===== config.mk =====
export PLATFORM = sky130hd
export DESIGN_NAME = pei_ctrl
export DESIGN_NICKNAME = d
export VERILOG_FILES = /design/src/design/pei_pkg.sv /design/src/design/pei_ctrl.sv
export SDC_FILE = /design/constraint.sdc
export NUM_CORES = 1
export LEC_CHECK = 0
export BUFFER_PORTS_ARGS = -buffer_cell sky130_fd_sc_hd__buf_2
export CAP_MARGIN = 5
export CELL_PAD_IN_SITES_DETAIL_PLACEMENT = 1
export CELL_PAD_IN_SITES_GLOBAL_PLACEMENT = 1
export CORE_MARGIN = 1.5
export CORE_UTILIZATION = 30
export CTS_CLUSTER_SIZE = 24
export DETAILED_ROUTE_END_ITERATION = 16
export PLACE_DENSITY = 0.8
export SYNTH_ARGS = -nofsm -noshare
export SYNTH_HDL_FRONTEND = slang
export SYNTH_SLANG_ARGS = --single-unit

===== constraint.sdc =====
create_clock -name i_clk -period 1.4 [get_ports i_clk]
set_input_delay 0.14 -clock i_clk [delete_from_list [all_inputs] [get_ports i_clk]]
set_output_delay 0.14 -clock i_clk [all_outputs]
set_load 0.01 [all_outputs]

===== src/design/pei_pkg.sv =====
// Shared types and constants of the particle Euler integrator.
// No dependencies; used by the controller, the datapath, the top level and the checker.
package pei_pkg;

    localparam int DATA_W    = 32;
    localparam int FRAC_BITS = 16;
    localparam int DT_W      = 20;
    localparam int DAMP_W    = 17;
    localparam int CMD_W     = 3;
    localparam int CFG_IDX_W = 2;

    localparam logic [CMD_W-1:0] CMD_FORCE   = 3'd0;
    localparam logic [CMD_W-1:0] CMD_IMPULSE = 3'd1;
    localparam logic [CMD_W-1:0] CMD_TICK    = 3'd2;
    localparam logic [CMD_W-1:0] CMD_SET_POS = 3'd3;
    localparam logic [CMD_W-1:0] CMD_SET_VEL = 3'd4;

    localparam logic [CFG_IDX_W-1:0] CFG_MASS_RECIP = 2'd0;
    localparam logic [CFG_IDX_W-1:0] CFG_DAMPING    = 2'd1;

    localparam logic [DATA_W-1:0] MASS_RECIP_RST = 32'd65536;
    localparam logic [DAMP_W-1:0] DAMPING_RST    = 17'd65529;

    typedef logic signed [DATA_W-1:0] t_word;

    // Multiply/finish operation of the shared per-axis multiplier
    typedef enum logic [2:0] {
        OP_IMPULSE = 3'd0,
        OP_ACCEL   = 3'd1,
        OP_POS     = 3'd2,
        OP_VEL     = 3'd3,
        OP_DAMP    = 3'd4
    } t_op;

    typedef struct packed {
        logic load;
        logic mul_en;
        logic fin_en;
        logic out_load;
        t_op  op;
    } t_dp_cmd;

endpackage


===== src/design/pei_ctrl.sv =====
// Controller of the particle integrator: input/output handshake and the
// multiply/finish sequence. Depends on pei_pkg.
module pei_ctrl (
    input  logic                          i_clk,
    input  logic                          i_rst_n,
    input  logic                          i_in_valid,
    input  logic [pei_pkg::CMD_W-1:0]     i_command,
    input  logic                          i_out_stall,
    output logic                          o_in_stall,
    output logic                          o_out_valid,
    output pei_pkg::t_dp_cmd              o_cmd
);

    typedef enum logic [3:0] {
        S_IDLE = 4'b0001,
        S_MUL  = 4'b0010,
        S_FIN  = 4'b0100,
        S_OUT  = 4'b1000
    } t_state;

    t_state       r_state, n_state;
    pei_pkg::t_op r_op, n_op;
    logic         r_out_valid, n_out_valid;
    logic         accept;
    logic         out_free;
    logic         out_load;

    assign accept   = i_in_valid && (r_state == S_IDLE);
    assign out_free = !r_out_valid || !i_out_stall;
    assign out_load = (r_state == S_OUT) && out_free;

    always_comb begin
        n_state = r_state;
        n_op    = r_op;
        unique case (r_state)
            S_IDLE: begin
                if (i_in_valid) begin
                    if (i_command == pei_pkg::CMD_IMPULSE) begin
                        n_op    = pei_pkg::OP_IMPULSE;
                        n_state = S_MUL;
                    end else if (i_command == pei_pkg::CMD_TICK) begin
                        n_op    = pei_pkg::OP_ACCEL;
                        n_state = S_MUL;
                    end else begin
                        n_state = S_OUT;
                    end
                end
            end
            S_MUL: n_state = S_FIN;
            S_FIN: begin
                unique case (r_op)
                    pei_pkg::OP_ACCEL: begin
                        n_op    = pei_pkg::OP_POS;
                        n_state = S_MUL;
                    end
                    pei_pkg::OP_POS: begin
                        n_op    = pei_pkg::OP_VEL;
                        n_state = S_MUL;
                    end
                    pei_pkg::OP_VEL: begin
                        n_op    = pei_pkg::OP_DAMP;
                        n_state = S_MUL;
                    end
                    default: n_state = S_OUT;
                endcase
            end
            S_OUT: begin
                if (out_free) begin
                    n_state = S_IDLE;
                end
            end
            default: n_state = S_IDLE;
        endcase
    end

    // Hold the result while the sink stalls; drop it once taken
    assign n_out_valid = out_load || (r_out_valid && i_out_stall);

    always_ff @(posedge i_clk) begin
        if (!i_rst_n) begin
            r_state     <= S_IDLE;
            r_op        <= pei_pkg::OP_IMPULSE;
            r_out_valid <= 1'b0;
        end else begin
            r_state     <= n_state;
            r_op        <= n_op;
            r_out_valid <= n_out_valid;
        end
    end

    assign o_in_stall     = (r_state != S_IDLE);
    assign o_out_valid    = r_out_valid;
    assign o_cmd.load     = accept;
    assign o_cmd.mul_en   = (r_state == S_MUL);
    assign o_cmd.fin_en   = (r_state == S_FIN);
    assign o_cmd.out_load = out_load;
    assign o_cmd.op       = r_op;

endmodule


; ---- Word level (Yosys, flattened, before mapping)
; Index checks and enable logic that the tools add are counted.
[totals]
wordCells = 39
out_inout_bits = 9
ff_bits = 8
[classes]
muxes = 11
n_reduce_logical = 11
eq_ne = 14
[op_table]
columns = operator, count
row1 = $mux 4, 5
row2 = $pmux 4 s4, 1
row3 = $eq 3x2->1 const B, 3
row4 = $mux 3, 3
row5 = $pmux 3 s3, 1
row6 = $ne 4x1->1 const B, 2
row7 = $eq 3x1->1 const B, 2
row8 = $pmux 3 s2, 1
row9 = $eq 4x1->1 const B, 1
row10 = $eq 4x2->1 const B, 1
row11 = $eq 4x3->1 const B, 1
row12 = $eq 4x4->1 const B, 1
row13 = $ne 2x2->1 const B, 2
row14 = $reduce_and 4->1, 1
row15 = $logic_and 1x1->1, 3
row16 = $ne 3x1->1 const B, 1
row17 = $reduce_or 3->1, 1
row18 = $logic_not 1->1, 2
row19 = $logic_or 1x1->1, 2
row20 = $reduce_and 2->1, 1
row21 = $reduce_bool 2->1, 1

; ---- Longest topological paths before layout
[depth]
word_depth = 5
ltp_mapped = 5

; ---- Least setup slack after synthesis
; No wires, ideal clock.
[synth_timing]
path_kind = reg-to-reg
startpoint = register r_state[2]
endpoint = register r_op[0]
arrival_ps = 1375
synth_period_minus_slack_ps = 1446
required_ps = 1328
setup_time_ps = 72
path_stages_with_launch = 6
setup_slack_ps = -46
path_buffers = 0
path_cell_list = dfxtp_1 > nor4b_2 > inv_1 > o32ai_2 > and2_2 > mux2i_1
[synth_via]
elab_chain_len = 3
[synth_lines]
columns = item, line_no
row1 = start: declaration, pei_ctrl.sv:21  ; t_state r_state, n_state;
row2 = start signal: assignment, pei_ctrl.sv:85  ; r_state <= n_state;
row3 = $eq 4x3->1 / $eq 4x1->1 (equally long branches), pei_ctrl.sv:35  ; unique case (r_state)
row4 = "$ne 4x1->1 (no line), or another cell as far along", --
row5 = $reduce_and 4->1 (no line), --
row6 = end signal: assignment, pei_ctrl.sv:82  ; r_op <= pei_pkg::OP_IMPULSE;
row7 = end signal: assignment, pei_ctrl.sv:86  ; r_op <= n_op;
row8 = end: declaration, pei_ctrl.sv:22  ; pei_pkg::t_op r_op, n_op;
; Several ways; a longest one is shown, not always the timed one.
; A chain may end at the register's enable or synchronous reset.

==> results.md <==
- Register area share after synthesis: 34.7%
- Mean Syn Cell Area: 8.71 um2
- Kind of critical path: reg -> out
- Hold WS: 0.173 ns
- DRT Wirelength: 1090 um
- DIE AREA: 1780 um2
- Total grt overflow: 0
- CP Capture Type: output port
- Worst path most repeated cell: buf_6
- Power density over cell area: 820 nW/um2
- Critical Path Start Type: flop
- CP cell instances: or4b_4, inv_4, buf_6, buf_6
- Routed wire per std cell: 12.2 um
- Tot Pwr: 522 uW
- Htree depth: 1
- Netlist cell types: 27
- First-pass GRT wire length: 1870 um
- Worst Setup Slack, final: -0.165 ns
- Crit path launch: r_state[3]
- Syn Nets: 60
- Starting density of the core: 33.8%
- CP Data Arrival Time: 1.43 ns
- Synth top area cells: dfxtp_1 (35%), nor4b_2 (6.5%), nand2_1 (4.9%)
- CP peak stage delay: 0.59 ns
- Final core occ: 46.6%
- N_diodes: 0
- Post-Synthesis Cells: 53
- Clk root buf: clkbuf_4
- Final period util: 112%
- RSZ-0062 raised after global routing: true
- IO buf count: 15
- Tmin final: 1.57 ns
- Mapped cell area: 462 um2
- Core area: 1370 um2
- Layout net count: 83
- Synth area leader: dfxtp_1
- Fin Setup TNS: -0.557 ns
- Clock Sinks: 8
- CP Max Fanout: 4
- Cell Rows: 13
- Slew headroom: 82.6%
- Hold Fails Final Rpt: 0
- GRT Overall Usage: 14.1%
- Leak pwr: 0.000277 uW
- Fmax: 0.639 GHz
- R2R setup slack: -0.13 ns
- Run status: finished with violations
- CTS tree: built
- Largest net degree at the start of global routing: 12
- Measured slew at the worst slew-check pin: 0.261 ns
- Drt pass-1 iters: 3
- CP Capture Point: o_cmd[4]
- Placer Congestion: 0.767
- DRT iter0 DRCs: 8
- R2R Path Start: r_state[3]
- Max clock buf depth: 2
- Final Skew: 0.00379 ns
- Clk slew on worst S/H paths: 0.05 ns
- Synth top area share: 34.7%
- Vias/cell: 5.04
- CP max-delay cell: or4b_4
- Area Overhead vs Synth: 37.9%
- Num CTS Buffers: 3
- Fillers: 168
- Yosys reg bits: 8
- Post-DRT Antenna Nets: 0
- Clock latency on the worst-skew pair: 0.25 ns
- Yosys warning count: 0
- Die width: 42.2 um
- Crit path required time: 1.26 ns
- Die H: 42.2 um
- Worst reg-to-reg path cell count: 4
- Number of global-route vias before repair: 445
- Top Ports: 16
- Pre-CTS setup slack: -0.133 ns
- Slew Limit Fails: 0
- HP Class: in -> reg
- Final setup fails: 5
- Routed vias: 449
- Violated checks: setup timing
- # DRC: 0
- VDD IR max: 0.361 mV
- FF-to-FF End: r_op[0]
- Share of cells above drive strength 1: 51.4%
- Max Cap Violations: 0
- Dpl hpwl: 835 um
- Initial antenna violation count: 0
==> worst min-delay path by stage <==
stage | start | end | slack [ns] | cells past startpoint
3_3_place_gp | i_rst_n | r_state[0] | 0.43 | 2
6_report | i_rst_n | r_state[0] | 0.17 | 2
4_1_cts | i_rst_n | r_state[0] | 0.17 | 2
5_1_grt | i_rst_n | r_state[0] | 0.19 | 2
2_1_floorplan | i_rst_n | r_op[2] | 0.29 | 2
3_5_place_dp | i_rst_n | r_state[0] | 0.43 | 2
==> cells in the mapped netlist, drive strengths merged <==
cell type,instances
nor2,4
and3,1
nand3,2
a21boi,2
o21ai,4
nand2,6
buf,3
inv,3
nand2b,1
a21oi,1
o32ai,1
nand3b,2
nor4b,2
a311oi,1
xnor2,1
nor3b,1
dfxtp,8
mux2i,2
nor3,1
o21a,2
or4b,1
o21bai,1
and2,3
==> cell families after synthesis <==
kind of cell,Yosys count,share of synthesized area [%]
compound gates,12,19.0
xor+xnor,1,1.90
buf+inv,6,6.77
simple gates,24,33.3
mux,2,4.34
flops,8,34.7
==> metrics by stage <==
| step | area (um2) | cells |
|---|---|---|
| after floorplan | 475 | 53 |
| after global placement | 587 | 85 |
| after detailed placement | 587 | 85 |
| after CTS | 634 | 89 |
| after global routing | 637 | 89 |
| final | 637 | 89 |
==> power breakdown <==
| group | switching [uW] | internal, uW | leakage [uW] |
|---|---|---|---|
| Clock | 72.9 | 97.7 | 0.0000138 |
| Sequential | 11.0 | 237 | 0.0000660 |
| Combinational | 47.2 | 56.5 | 0.000198 |
| Total | 131 | 391 | 0.000277 |
==> critical path: cells and delay by family (launching register included) <==
kind / cells / cell delay [ns]
AND/OR/NAND/NOR: 1 / 0.59
flip-flops: 1 / 0.33
buffers and inverters: 3 / 0.26
==> flip-flops by register name, summed over array words and instances (netlist names) <==
register     flops
r_state          4
o_out_valid      1
r_op             3
==> cell type report <==
cell class	instances	area, um2	area share (%)
clock buffer	3	22.5	3.54
inverter	3	13.8	2.16
timing repair buffer	21	130	20.4
sequential	8	165	25.9
tap	15	18.8	2.95
multi-input combinational	39	287	45.0
==> per-layer routing <==
| metal | GRT usage, % | share of wire, % | wire (um) |
|---|---|---|---|
| met1 | 17.6 | 50 | 541 |
| met2 | 20.3 | 44 | 483 |
| met3 | 1.72 | 3.7 | 40 |
| met4 | 13.8 | 2.1 | 23 |
| met5 | 0 | 0 | 0 |
==> repair_timing <==
item	in CTS	in global routing
setup buffers	2	0
hold buffers	0	0
cloned	0	0
resized for setup	6	1
setup endpoints to repair	6	6
pin swaps	3	2
==> placed cells by master (no fill, tap or decap), types with 3 or more instances in the layout <==
master    instances
dfxtp_2           4
nor2_1            4
o21ai_0           3
nand2_1           5
dfxtp_1           4
buf_2            14
buf_4             5
clkbuf_4          3
Power figures use the tool's default switching activity.
